$ cat config.mk
export PLATFORM = sky130hd
export DESIGN_NAME = polyphase_fir_interpolator_flat
export DESIGN_NICKNAME = d
export VERILOG_FILES = /design/src/design/pfi_pkg.sv /design/src/design/pfi_if.sv /design/src/design/pfi_cell.sv /design/src/design/pfi_coef_ram.sv /design/src/design/pfi_mac.sv /design/src/design/polyphase_fir_interpolator.sv /design/src/flat_wrapper.sv
export SDC_FILE = /design/constraint.sdc
export NUM_CORES = 2
export LEC_CHECK = 0
export BUFFER_PORTS_ARGS = -buffer_cell sky130_fd_sc_hd__clkbuf_2
export CAP_MARGIN = 20
export CORE_MARGIN = 5
export CORE_UTILIZATION = 60
export DETAILED_ROUTE_END_ITERATION = 8
export GPL_ROUTABILITY_DRIVEN = 1
export GPL_TIMING_DRIVEN = 0
export PLACE_DENSITY = 0.82
export SYNTH_ARGS = -nofsm -noshare
export SYNTH_HDL_FRONTEND = slang
export SYNTH_HIERARCHICAL = 1
export SYNTH_SLANG_ARGS = --single-unit
$ cat constraint.sdc
create_clock -name clk_i -period 19.75 [get_ports clk_i]
set_clock_uncertainty 0.05 [all_clocks]
set_input_delay 0.9875 -clock clk_i [delete_from_list [all_inputs] [get_ports clk_i]]
set_output_delay 0.9875 -clock clk_i [all_outputs]
set_load 0.02 [all_outputs]
$ cat src/design/pfi_pkg.sv
// ----------------------------------------------------------------------------
// pfi_pkg: shared types and constants of the polyphase FIR interpolator
// Sizes, item layouts, control groups and the output rounding function.
// ----------------------------------------------------------------------------
package pfi_pkg;

  localparam int unsigned MAX_INTERP  = 8;
  localparam int unsigned MAX_PHASE   = 16;
  localparam int unsigned SAMPLE_BITS = 16;

  localparam int unsigned COEF_DEPTH = MAX_INTERP * MAX_PHASE;
  localparam int unsigned COEF_AW    = 7;
  localparam int unsigned STEP_W     = $clog2(MAX_PHASE);
  localparam int unsigned PHASE_W    = 3;
  localparam int unsigned LFAC_W     = 4;
  localparam int unsigned PLEN_W     = 5;
  localparam int unsigned PROD_W     = 2 * SAMPLE_BITS;
  localparam int unsigned ACC_W      = PROD_W + STEP_W + 1;
  localparam int unsigned FRAC_BITS  = SAMPLE_BITS - 1;
  localparam int unsigned CFG_IDX_W  = 1;
  localparam int unsigned CFG_DATA_W = 5;

  localparam logic [LFAC_W-1:0] LFAC_RESET = LFAC_W'(2);
  localparam logic [PLEN_W-1:0] PLEN_RESET = PLEN_W'(16);

  typedef enum logic {
    OP_SAMPLE = 1'b0,
    OP_COEF   = 1'b1
  } opcode_e;

  typedef enum logic [CFG_IDX_W-1:0] {
    CFG_INTERP = 1'b0,
    CFG_PLEN   = 1'b1
  } cfg_reg_e;

  typedef enum logic [1:0] {
    ST_IDLE,
    ST_RUN,
    ST_DRAIN,
    ST_WB
  } state_e;

  typedef struct packed {
    logic                          opcode;
    logic signed [SAMPLE_BITS-1:0] sample;
    logic [COEF_AW-1:0]            coef_index;
    logic signed [SAMPLE_BITS-1:0] coef_value;
  } in_item_t;

  typedef struct packed {
    logic signed [SAMPLE_BITS-1:0] out_sample;
    logic [PHASE_W-1:0]            phase;
    logic                          last;
  } out_item_t;

  typedef struct packed {
    logic shift;
    logic rotate;
  } cell_ctrl_t;

  typedef struct packed {
    logic en;
    logic first;
  } mac_ctrl_t;

  // Round half up to Q1.15 and clip to the sample range.
  function automatic logic signed [SAMPLE_BITS-1:0] round_sat(
    input logic signed [ACC_W-1:0] acc
  );
    logic signed [ACC_W-1:0] sum;
    logic signed [ACC_W-1:0] r;
    logic signed [ACC_W-1:0] hi;
    logic signed [ACC_W-1:0] lo;
    sum = acc + (ACC_W'(1) <<< (FRAC_BITS - 1));
    r   = sum >>> FRAC_BITS;
    hi  = (ACC_W'(1) <<< (SAMPLE_BITS - 1)) - ACC_W'(1);
    lo  = -hi - ACC_W'(1);
    if (r > hi) begin
      r = hi;
    end else if (r < lo) begin
      r = lo;
    end
    return r[SAMPLE_BITS-1:0];
  endfunction

endpackage

$ cat src/design/pfi_if.sv
// ----------------------------------------------------------------------------
// pfi_if: request channels of the polyphase FIR interpolator
// Valid/ready channels for input items and for result items.
// ----------------------------------------------------------------------------
interface pfi_in_if import pfi_pkg::*; ();
  logic     valid;
  logic     ready;
  in_item_t data;

  modport source (output valid, output data, input ready);
  modport sink (input valid, input data, output ready);
endinterface

interface pfi_out_if import pfi_pkg::*; ();
  logic      valid;
  logic      ready;
  out_item_t data;

  modport source (output valid, output data, input ready);
  modport sink (input valid, input data, output ready);
endinterface

$ cat src/design/pfi_cell.sv
// ----------------------------------------------------------------------------
// pfi_cell: one delay line cell
// Holds one sample; loads from the newer-side neighbor on a push and from
// the older-side neighbor while the line rotates past the multiplier.
// ----------------------------------------------------------------------------
module pfi_cell import pfi_pkg::*; (
  input  logic                          clk_i,
  input  logic                          rst_ni,
  input  cell_ctrl_t                    ctrl_i,
  input  logic signed [SAMPLE_BITS-1:0] shift_i,
  input  logic signed [SAMPLE_BITS-1:0] rotate_i,
  output logic signed [SAMPLE_BITS-1:0] q_o
);

  logic signed [SAMPLE_BITS-1:0] samp_q;
  logic signed [SAMPLE_BITS-1:0] samp_d;

  always_comb begin
    samp_d = samp_q;
    if (ctrl_i.shift) begin
      samp_d = shift_i;
    end else if (ctrl_i.rotate) begin
      samp_d = rotate_i;
    end
  end

  always_ff @(posedge clk_i or negedge rst_ni) begin
    if (!rst_ni) begin
      samp_q <= '0;
    end else begin
      samp_q <= samp_d;
    end
  end

  assign q_o = samp_q;

endmodule

$ cat src/design/pfi_coef_ram.sv
// ----------------------------------------------------------------------------
// pfi_coef_ram: prototype coefficient store
// One write and one registered read per cycle; entries never written
// read as zero through per-entry valid bits.
// ----------------------------------------------------------------------------
module pfi_coef_ram import pfi_pkg::*; (
  input  logic                          clk_i,
  input  logic                          rst_ni,
  input  logic                          we_i,
  input  logic [COEF_AW-1:0]            waddr_i,
  input  logic signed [SAMPLE_BITS-1:0] wdata_i,
  input  logic [COEF_AW-1:0]            raddr_i,
  output logic signed [SAMPLE_BITS-1:0] rdata_o
);

  logic signed [SAMPLE_BITS-1:0] mem [COEF_DEPTH];
  logic [COEF_DEPTH-1:0]         vld_q;
  logic signed [SAMPLE_BITS-1:0] rdata_q;
  logic                          rvld_q;

  always_ff @(posedge clk_i) begin
    if (we_i) begin
      mem[waddr_i] <= wdata_i;
    end
    rdata_q <= mem[raddr_i];
  end

  always_ff @(posedge clk_i or negedge rst_ni) begin
    if (!rst_ni) begin
      vld_q  <= '0;
      rvld_q <= 1'b0;
    end else begin
      if (we_i) begin
        vld_q[waddr_i] <= 1'b1;
      end
      rvld_q <= vld_q[raddr_i];
    end
  end

  assign rdata_o = rvld_q ? rdata_q : '0;

endmodule

$ cat src/design/pfi_mac.sv
// ----------------------------------------------------------------------------
// pfi_mac: shared multiply-accumulate
// Registers the sample beside the coefficient read, multiplies, then adds
// into a wide accumulator that the first step of a branch restarts.
// ----------------------------------------------------------------------------
module pfi_mac import pfi_pkg::*; (
  input  logic                          clk_i,
  input  logic                          rst_ni,
  input  mac_ctrl_t                     ctrl_i,
  input  logic signed [SAMPLE_BITS-1:0] samp_i,
  input  logic signed [SAMPLE_BITS-1:0] coef_i,
  output logic signed [ACC_W-1:0]       acc_o
);

  logic signed [SAMPLE_BITS-1:0] samp_q;
  mac_ctrl_t                     ctrl1_q;
  mac_ctrl_t                     ctrl2_q;
  logic signed [PROD_W-1:0]      prod_q;
  logic signed [ACC_W-1:0]       acc_q;
  logic signed [ACC_W-1:0]       acc_d;

  always_comb begin
    acc_d = ctrl2_q.first ? '0 : acc_q;
    if (ctrl2_q.en) begin
      acc_d = acc_d + ACC_W'(prod_q);
    end
  end

  always_ff @(posedge clk_i) begin
    samp_q <= samp_i;
    prod_q <= samp_q * coef_i;
  end

  always_ff @(posedge clk_i or negedge rst_ni) begin
    if (!rst_ni) begin
      ctrl1_q <= '0;
      ctrl2_q <= '0;
      acc_q   <= '0;
    end else begin
      ctrl1_q <= ctrl_i;
      ctrl2_q <= ctrl1_q;
      acc_q   <= acc_d;
    end
  end

  assign acc_o = acc_q;

endmodule

$ cat src/design/polyphase_fir_interpolator.sv
// ----------------------------------------------------------------------------
// polyphase_fir_interpolator: polyphase FIR upsampler
// A row of sample cells rotates past one shared MAC; each sample request
// yields one result per polyphase branch.
//
//   channel   dir  handshake          payload
//   in_i      in   valid/ready        opcode, sample, coef_index, coef_value
//   out_o     out  valid/ready        out_sample, phase, last
//   cfg       in   cfg_we_i           cfg_idx_i, cfg_data_i
//
// A coefficient request is written to the store as it is accepted. A sample
// request is accepted, then each branch runs in turn: the delay line rotates
// through all MAX_PHASE cells, one product per cycle into the single MAC for
// the first plen_q cells, then the MAC pipeline drains and the result
// register is written.
// Reset clears the cells and the coefficient valid bits at once; no sweep.
// A stalled output holds the branch in write-back until the register frees.
// ----------------------------------------------------------------------------
module polyphase_fir_interpolator import pfi_pkg::*; (
  input  logic                  clk_i,
  input  logic                  rst_ni,
  pfi_in_if.sink                in_i,
  pfi_out_if.source             out_o,
  input  logic                  cfg_we_i,
  input  logic [CFG_IDX_W-1:0]  cfg_idx_i,
  input  logic [CFG_DATA_W-1:0] cfg_data_i
);

  state_e                        state_q, state_d;
  logic [STEP_W-1:0]             step_q, step_d;
  logic [PHASE_W-1:0]            phase_q, phase_d;
  logic [COEF_AW-1:0]            addr_q, addr_d;
  logic                          drain_q, drain_d;
  logic [LFAC_W-1:0]             lfac_q;
  logic [PLEN_W-1:0]             plen_q;
  logic                          out_valid_q, out_valid_d;
  out_item_t                     out_data_q;
  logic                          load_out;
  logic                          in_take;
  logic                          coef_we;
  logic                          is_last;
  cell_ctrl_t                    cell_ctrl;
  mac_ctrl_t                     mac_ctrl;
  logic signed [SAMPLE_BITS-1:0] cell_q [MAX_PHASE];
  logic signed [SAMPLE_BITS-1:0] coef_rd;
  logic signed [ACC_W-1:0]       acc;

  // Configuration, stored already clamped to the supported range.
  always_ff @(posedge clk_i or negedge rst_ni) begin
    if (!rst_ni) begin
      lfac_q <= LFAC_RESET;
      plen_q <= PLEN_RESET;
    end else if (cfg_we_i) begin
      unique case (cfg_reg_e'(cfg_idx_i))
        CFG_INTERP: begin
          if (cfg_data_i[LFAC_W-1:0] == '0) begin
            lfac_q <= LFAC_W'(1);
          end else if (cfg_data_i[LFAC_W-1:0] > LFAC_W'(MAX_INTERP)) begin
            lfac_q <= LFAC_W'(MAX_INTERP);
          end else begin
            lfac_q <= cfg_data_i[LFAC_W-1:0];
          end
        end
        CFG_PLEN: begin
          if (cfg_data_i[PLEN_W-1:0] == '0) begin
            plen_q <= PLEN_W'(1);
          end else if (cfg_data_i[PLEN_W-1:0] > PLEN_W'(MAX_PHASE)) begin
            plen_q <= PLEN_W'(MAX_PHASE);
          end else begin
            plen_q <= cfg_data_i[PLEN_W-1:0];
          end
        end
        default: begin
        end
      endcase
    end
  end

  assign in_i.ready = (state_q == ST_IDLE);
  assign in_take    = in_i.valid && in_i.ready;
  assign coef_we    = in_take && (in_i.data.opcode == OP_COEF);
  assign is_last    = ({1'b0, phase_q} == (lfac_q - LFAC_W'(1)));

  always_comb begin
    state_d   = state_q;
    step_d    = step_q;
    phase_d   = phase_q;
    addr_d    = addr_q;
    drain_d   = drain_q;
    cell_ctrl = '0;
    mac_ctrl  = '0;
    load_out  = 1'b0;
    unique case (state_q)
      ST_IDLE: begin
        if (in_take && (in_i.data.opcode == OP_SAMPLE)) begin
          cell_ctrl.shift = 1'b1;
          step_d          = '0;
          phase_d         = '0;
          addr_d          = '0;
          state_d         = ST_RUN;
        end
      end
      ST_RUN: begin
        cell_ctrl.rotate = 1'b1;
        mac_ctrl.en      = ({1'b0, step_q} < plen_q);
        mac_ctrl.first   = (step_q == '0);
        step_d           = step_q + STEP_W'(1);
        addr_d           = addr_q + COEF_AW'(lfac_q);
        if (step_q == STEP_W'(MAX_PHASE - 1)) begin
          drain_d = 1'b0;
          state_d = ST_DRAIN;
        end
      end
      ST_DRAIN: begin
        drain_d = 1'b1;
        if (drain_q) begin
          state_d = ST_WB;
        end
      end
      ST_WB: begin
        if (!out_valid_q || out_o.ready) begin
          load_out = 1'b1;
          if (is_last) begin
            state_d = ST_IDLE;
          end else begin
            phase_d = phase_q + PHASE_W'(1);
            addr_d  = COEF_AW'(phase_q) + COEF_AW'(1);
            step_d  = '0;
            state_d = ST_RUN;
          end
        end
      end
      default: begin
        state_d = ST_IDLE;
      end
    endcase
  end

  always_ff @(posedge clk_i or negedge rst_ni) begin
    if (!rst_ni) begin
      state_q <= ST_IDLE;
      step_q  <= '0;
      phase_q <= '0;
      addr_q  <= '0;
      drain_q <= 1'b0;
    end else begin
      state_q <= state_d;
      step_q  <= step_d;
      phase_q <= phase_d;
      addr_q  <= addr_d;
      drain_q <= drain_d;
    end
  end

  // Delay line: push moves toward older cells, rotation brings cell m to
  // the head at step m and wraps the head back to the tail.
  for (genvar k = 0; k < MAX_PHASE; k++) begin : g_cell
    logic signed [SAMPLE_BITS-1:0] shift_src;
    logic signed [SAMPLE_BITS-1:0] rot_src;

    if (k == 0) begin : g_head
      assign shift_src = in_i.data.sample;
    end else begin : g_body
      assign shift_src = cell_q[k-1];
    end
    assign rot_src = cell_q[(k + 1) % MAX_PHASE];

    pfi_cell u_cell (
      .clk_i    (clk_i),
      .rst_ni   (rst_ni),
      .ctrl_i   (cell_ctrl),
      .shift_i  (shift_src),
      .rotate_i (rot_src),
      .q_o      (cell_q[k])
    );
  end

  pfi_coef_ram u_coef_ram (
    .clk_i   (clk_i),
    .rst_ni  (rst_ni),
    .we_i    (coef_we),
    .waddr_i (in_i.data.coef_index),
    .wdata_i (in_i.data.coef_value),
    .raddr_i (addr_q),
    .rdata_o (coef_rd)
  );

  pfi_mac u_mac (
    .clk_i  (clk_i),
    .rst_ni (rst_ni),
    .ctrl_i (mac_ctrl),
    .samp_i (cell_q[0]),
    .coef_i (coef_rd),
    .acc_o  (acc)
  );

  // Result register: holds one branch result until the sink takes it.
  always_comb begin
    out_valid_d = out_valid_q;
    if (out_o.ready) begin
      out_valid_d = 1'b0;
    end
    if (load_out) begin
      out_valid_d = 1'b1;
    end
  end

  always_ff @(posedge clk_i or negedge rst_ni) begin
    if (!rst_ni) begin
      out_valid_q <= 1'b0;
    end else begin
      out_valid_q <= out_valid_d;
    end
  end

  always_ff @(posedge clk_i) begin
    if (load_out) begin
      out_data_q.out_sample <= round_sat(acc);
      out_data_q.phase      <= phase_q;
      out_data_q.last       <= is_last;
    end
  end

  assign out_o.valid = out_valid_q;
  assign out_o.data  = out_data_q;

endmodule

$ cat src/flat_wrapper.sv
// flat-port wrapper written by rule: the top's interface ports become plain ports
module polyphase_fir_interpolator_flat import pfi_pkg::*;
  (clk_i, rst_ni, cfg_we_i, cfg_idx_i, cfg_data_i, in_i_valid, in_i_data, in_i_ready, out_o_valid, out_o_data, out_o_ready);
  pfi_in_if in_i_i ();
  pfi_out_if out_o_i ();
  input  logic clk_i;
  input  logic rst_ni;
  input  logic cfg_we_i;
  input  logic [CFG_IDX_W-1:0] cfg_idx_i;
  input  logic [CFG_DATA_W-1:0] cfg_data_i;
  input wire logic [$bits(in_i_i.valid)-1:0] in_i_valid;
  input wire logic [$bits(in_i_i.data)-1:0] in_i_data;
  output wire logic [$bits(in_i_i.ready)-1:0] in_i_ready;
  output wire logic [$bits(out_o_i.valid)-1:0] out_o_valid;
  output wire logic [$bits(out_o_i.data)-1:0] out_o_data;
  input wire logic [$bits(out_o_i.ready)-1:0] out_o_ready;
  assign in_i_i.valid = in_i_valid;
  assign in_i_i.data = in_i_data;
  assign in_i_ready = in_i_i.ready;
  assign out_o_valid = out_o_i.valid;
  assign out_o_data = out_o_i.data;
  assign out_o_i.ready = out_o_ready;
  polyphase_fir_interpolator u_core (.clk_i(clk_i), .rst_ni(rst_ni), .in_i(in_i_i), .out_o(out_o_i), .cfg_we_i(cfg_we_i), .cfg_idx_i(cfg_idx_i), .cfg_data_i(cfg_data_i));
endmodule
# Word-level counts from Yosys, hierarchy flattened
# Memory sizes are Yosys's and may differ from the RTL's. A register that Yosys moved wholly into a read port is not among the register bits.
# Cells that the tools add are included.
# totals
reg_bits	521
ram_bits	2048
inputBits	51
output_inout_bits	22
memories	1
# classes
addsub	7
n_mul	1
order_cmp	8
eq_ne	10
muxes	74
n_bitwise	3
reduce_logical	21
# mem_list
memory	depth	word_bits	rd	rd_ports_with_merged_regs	wr	line_no	text
u_core.u_coef_ram.mem	128	16	1	1	1	pfi_coef_ram.sv:16	logic signed [SAMPLE_BITS-1:0] mem [COEF_DEPTH];
# ops
cell	n
$mux 16	34
$or 128x128->128	1
$mux 37	2
$add 37x16->37 const B	1
$add 37x32->37	1
$mul 16x16->32	1
$gt 22x16->1 const B	1
$lt 22x16->1 const B	1
$mux 7	3
$pmux 7 s3	1
$mux 4	5
$lt 7x8->1 const B	2
$mux 1	13
$pmux 4 s3	1
$reduce_and 4->1	3
$mux 2	5
$mux 5	2
$mux 3	3
$logic_not 4->1	2
$pmux 2 s4	1
$reduce_bool 2->1	4
$add 7x4->7	1
$bmux 1 s7	1
$demux 1 s7	1
24 further kinds	34

# Depth between registers and ports, before layout
# depth
ltp_word	6
ltp_mapped	26

# Hierarchy
# The synthesis kept the hierarchy.
# by_module_without_submodules
mod	instances	cells_per_inst	area_per_inst_um2	seq_area_each_um2
pfi_coef_ram	1	3433	83810.4	65047.4
pfi_mac	1	1513	14283.7	1986.9
pfi_cell	16	69	744.5	400.4
polyphase_fir_interpolator	1	329	3186.8	1278.7

# Least setup slack after synthesis
# OpenSTA, ideal clock, no wires.
# synth_timing
kind	register to register
start	register u_core.u_coef_ram.rvld_q
end	register u_core.u_mac.prod_q[30]
setup_ns	0.072
arrival_time_ns	6.247
slack_ns	13.381
stages_incl_launch_ff	25
n_path_buf	2
path_cell_list	dfrtp_1 clkbuf_1 and2_1 clkbuf_1 nand2_1 fa_1 inv_1 fa_1 inv_1 fa_1 inv_1 fa_1 fa_1 inv_1 fa_1 inv_1 ha_1 a21o_1 a221o_1 a41oi_1 nand2_1 a2111oi_4 o311ai_1 a21oi_1 xnor2_1
# synth_between
elab_chain_len	2
# synth_lines
item	line_no	text
from (decl)	pfi_coef_ram.sv:19	logic rvld_q;
from (signal assigned)	pfi_coef_ram.sv:36	rvld_q <= vld_q[raddr_i];
$mux 16	pfi_coef_ram.sv:40	assign rdata_o = rvld_q ? rdata_q : '0;
net u_core.coef_rd[7]	polyphase_fir_interpolator.sv:45	logic signed [SAMPLE_BITS-1:0] coef_rd;
$mul 16x16->32	pfi_mac.sv:31	prod_q <= samp_q * coef_i;
to (signal assigned)	pfi_mac.sv:31	
to (decl)	pfi_mac.sv:18	logic signed [PROD_W-1:0] prod_q;
# The timed path passes the listed nets, and every way through them passes these cells.
# A chain may end at the register's enable or synchronous reset.

# Final worst setup path
# Same ends and word-level chain as after synthesis.

==> load_flow_metrics.sql <==
INSERT INTO impl_metrics (metric_group, metric, value, unit) VALUES
('synthesis', 'synthesis.yosys.warnings', '6', ''),
('global_routing', 'via_count_of_the_first_global_routing_pass', '67600', ''),
('floorplanning', 'floorplan.initialDensity', '60.3', '%'),
('synthesis', 'dominantRegCellSynth', 'sky130_fd_sc_hd__edfxtp_1', ''),
('setup_path', 'setup.worst_path.end_class', 'register', ''),
('routing', 'drc_errors', '0', ''),
('setup_path', 'worstPathArrival', '8.50', 'ns'),
('clock_network', 'cts_hold_buffers', '0', ''),
('placed_design', 'numPortBuffers', '70', ''),
('floorplanning', 'floorplan.die_area', '197000', 'um^2'),
('floorplanning', 'ios', '73', ''),
('sta', 'report.final.setup_viol', '0', ''),
('pwr', 'sw_frac_of_total', '32.7', '%'),
('pwr', 'ir_drop', '0.000140', 'V'),
('clock_network', 'cts_tree', 'built', ''),
('global_routing', 'grtUsageMet3', '8.93', '%'),
('global_routing', 'grt_util_met2', '53.3', '%'),
('global_routing', 'grt_use_total', '32.7', '%'),
('pwr', 'power_frac_comb', '30.1', '%'),
('setup_path', 'cp-start-kind', 'register', ''),
('placed_design', 'place_hpwl', '203', 'mm'),
('pwr', 'power_leakage', '0.0451', 'uW'),
('flow_run', 'max_cap_viol_count', '0', ''),
('clock_network', 'cts-buffers-inserted', '240', ''),
('synthesis', 'netlist_instances', '6379', ''),
('setup_path', 'regToRegStartpoint', 'u_core/u_coef_ram/rvld_q', ''),
('final_layout', 'num-fill-cells', '11400', ''),
('status', 'status', 'complete, no violations', ''),
('sta', 'finalMaxSlewViolations', '0', ''),
('synthesis', 'synth.top_cells.by_count', 'sky130_fd_sc_hd__edfxtp_1, sky130_fd_sc_hd__mux4_2, sky130_fd_sc_hd__dfrtp_1, sky130_fd_sc_hd__nand2_1, sky130_fd_sc_hd__inv_1', ''),
('final_layout', 'final_nets', '7310', ''),
('setup_path', 'critical_path_peak_fanout', '10', ''),
('clock_network', 'skew_pair_late_insertion_delay', '0.92', 'ns'),
('sta', 'finalWorstPathRequiredPeriod', '7.84', 'ns'),
('routing', 'first_pass_iters', '6', ''),
('sta', 'final_min_period_over_clock_period', '39.7', '%'),
('sta', 'hold_violations', '0', ''),
('final_layout', 'drive_above_1_share', '23.7', '%'),
('synthesis', 'asyncSetResetFlopFracSynth', '17.5', '%'),
('clock_network', 'cts_num_sinks', '2585', ''),
('global_routing', 'grt_first_pass_wirelength', '466', 'mm'),
('global_routing', 'globalRouteOverflowTotal', '0', ''),
('synthesis', 'synth_top_area_share', '54.9', '%'),
('pwr', 'internal_power', '11000', 'uW'),
('synthesis', 'post-synth-top-count-cell', 'sky130_fd_sc_hd__edfxtp_1', ''),
('sta', 'worst-slew-pin-transition', '1.45', 'ns'),
('pwr', 'clock_power_share', '29.2', '%'),
('pwr', 'p_sw', '5340', 'uW'),
('synthesis', 'yosysSeqAreaShare', '66.0', '%'),
('setup_path', 'timing_worst_setup_path_type', 'register to register', ''),
('synthesis', 'ys_ff_latch', '2585', ''),
('synthesis', 'synth_edf_count', '2068', ''),
('global_routing', 'met1_usage', '40.0', '%'),
('global_routing', 'grt_max_degree', '112', ''),
('setup_path', 'startpoint', 'u_core/u_coef_ram/rvld_q', ''),
('clock_network', 'cts_max_path_buffers', '3', ''),
('routing', 'finalWirelength', '326', 'mm'),
('synthesis', 'synth.top_cells.by_area', 'sky130_fd_sc_hd__edfxtp_1, sky130_fd_sc_hd__mux4_2, sky130_fd_sc_hd__dfrtp_1', ''),
('clock_network', 'cts_post_setup_buffers_inserted', '0', ''),
('routing', 'initialDrtViolationCount', '9596', ''),
('floorplanning', 'chipWidth', '444', 'um'),
('synthesis', 'post_synth_instance_area', '113000', 'um^2'),
('clock_network', 'cts-htree-levels', '4', ''),
('floorplanning', 'area_of_the_core_region', '188000', 'um^2'),
('global_routing', 'busiest_grt_layer', 'met2', ''),
('floorplanning', 'die_height', '444', 'um'),
('setup_path', 'data_required_time_at_the_worst_endpoint', '20.40', 'ns'),
('routing', 'route.detailed.vias_per_inst', '6.83', ''),
('hold_path', 'worst_hold_path_type', 'input port to async pin', ''),
('clock_network', 'cts.reportedPaths.clkPinSlew', '0.07', 'ns'),
('synthesis', 'ys_types', '80', '');
## stage by stage
step | util [%] | hold WS [ns] | cell area, um^2 | cells | worst slack [ns]
after global routing | 68.2 | 0.206 | 128000 | 9574 | 11.57
after CTS | 68.0 | 0.155 | 128000 | 9549 | 11.99
after detailed placement | 63.8 | 0.293 | 120000 | 9094 | 12.10
after floorplan | - | 0.281 | 113000 | 6379 | 13.38
after global placement | 62.1 | 0.289 | 117000 | 8944 | 7.50
final | 68.2 | 0.165 | 128000 | 9585 | 11.91
## kinds of logic after synthesis
| family | after synthesis | synth area share [%] |
|---|---|---|
| AO/OA/AOI/OAI | 613 | 3.36 |
| adder cells (fa/ha/maj) | 398 | 6.15 |
| buffers and inverters | 647 | 2.59 |
| multiplexers | 1016 | 16.9 |
| XOR/XNOR | 73 | 0.577 |
| flip-flops | 2585 | 66.0 |
| AND/OR/NAND/NOR | 1047 | 4.38 |
## power groups by stage
stage / logic [uW] / registers (uW) / clock network, uW
floorplan: 3080 / 6600 / 0
global placement: 4410 / 6760 / 0
detailed placement: 4620 / 6760 / 0
CTS: 4750 / 6650 / 4770
global route: 5120 / 6690 / 5050
finish: 4910 / 6660 / 4760
## flip-flops by register name (all words and copies together), names as in the netlist, 2 cells and up
| register | count |
|---|---|
| u_core/g_cell.u_cell/q_o | 256 |
| u_core/phase_q | 3 |
| u_core/u_mac/acc_o | 37 |
| u_core/u_mac/ctrl1_q | 2 |
| u_core/plen_q | 5 |
| u_core/out_o.data | 20 |
| u_core/u_mac/samp_q | 16 |
| u_core/u_coef_ram/rdata_q | 16 |
| u_core/state_q | 2 |
| u_core/u_coef_ram/mem | 2048 |
| u_core/addr_q | 7 |
| u_core/u_mac/ctrl2_q | 2 |
| u_core/step_q | 4 |
| u_core/lfac_q | 4 |
| u_core/u_coef_ram/vld_q | 128 |
| u_core/u_mac/prod_q | 32 |
## path summary, 6_finish.rpt
check / depth (start not counted) / to / slack (ns)
worst max register to register: 24 / u_core/u_mac/prod_q[30] / 11.91
worst max-delay path: 24 / u_core/u_mac/prod_q[30] / 11.91
worst min register to register: 0 / u_core/u_mac/ctrl2_q[0] / 0.30
min in group clk_i: 2 / u_core/plen_q[0] / 0.30
max in group asynchronous: 3 / u_core/g_cell[12].u_cell/q_o[0] / 17.95
worst min-delay path: 1 / u_core/u_mac/acc_o[15] / 0.16
## cell usage in the layout (no fill, tap or decap), drive strengths merged, types with 31 or more instances in the layout
cell type,n
a21oi,79
fa,264
clkbuf,585
dfxtp,64
nand2,441
o21ai,303
nor2b,48
dfrtp,451
o21bai,70
ha,134
nor2,200
mux2,43
inv,325
xnor2,49
a21o,31
buf,304
or2,66
and2,152
clkinv,93
mux4,714
mux2i,259
edfxtp,2068
## per-layer routing
metal | share of wire [%] | up-vias | wire, um
li1 | - | 25500 | -
met1 | 33 | 33400 | 106000
met2 | 49 | 5162 | 159000
met3 | 11 | 1336 | 37400
met4 | 7.1 | 20 | 23300
met5 | 0.074 | - | 243
## cell type report
type | instances | area [um^2] | share of cell area (%)
antenna | 16 | 40.0 | 0.0313
buffer | 331 | 1750 | 1.37
clock buffer | 318 | 6620 | 5.16
clock inverter | 137 | 1410 | 1.10
inverter | 316 | 1190 | 0.926
multi-input combinational | 3147 | 35800 | 28.0
sequential | 2585 | 74700 | 58.3
tap | 2495 | 3120 | 2.44
timing repair buffer | 240 | 3440 | 2.68
## critical path: stages, from the launching register on
cell and delay [ns]:
sky130_fd_sc_hd__dfrtp_1 0.45, sky130_fd_sc_hd__clkbuf_1 0.27, sky130_fd_sc_hd__and2_1 0.49, sky130_fd_sc_hd__clkbuf_1 0.54, sky130_fd_sc_hd__and2_1 0.24, sky130_fd_sc_hd__fa_1 0.41, sky130_fd_sc_hd__inv_1 0.08, sky130_fd_sc_hd__fa_1 0.45
sky130_fd_sc_hd__fa_1 0.52, sky130_fd_sc_hd__inv_1 0.05, sky130_fd_sc_hd__fa_1 0.48, sky130_fd_sc_hd__fa_1 0.50, sky130_fd_sc_hd__inv_1 0.06, sky130_fd_sc_hd__fa_1 0.51, sky130_fd_sc_hd__inv_1 0.05, sky130_fd_sc_hd__ha_1 0.34
sky130_fd_sc_hd__a21o_1 0.19, sky130_fd_sc_hd__a21o_1 0.17, sky130_fd_sc_hd__a221o_1 0.34, sky130_fd_sc_hd__a41oi_1 0.30, sky130_fd_sc_hd__nand2_1 0.26, sky130_fd_sc_hd__a2111oi_4 0.41, sky130_fd_sc_hd__o311ai_1 0.17, sky130_fd_sc_hd__a21oi_1 0.19
sky130_fd_sc_hd__xnor2_1 0.15
Power figures use the tool's default switching activity.
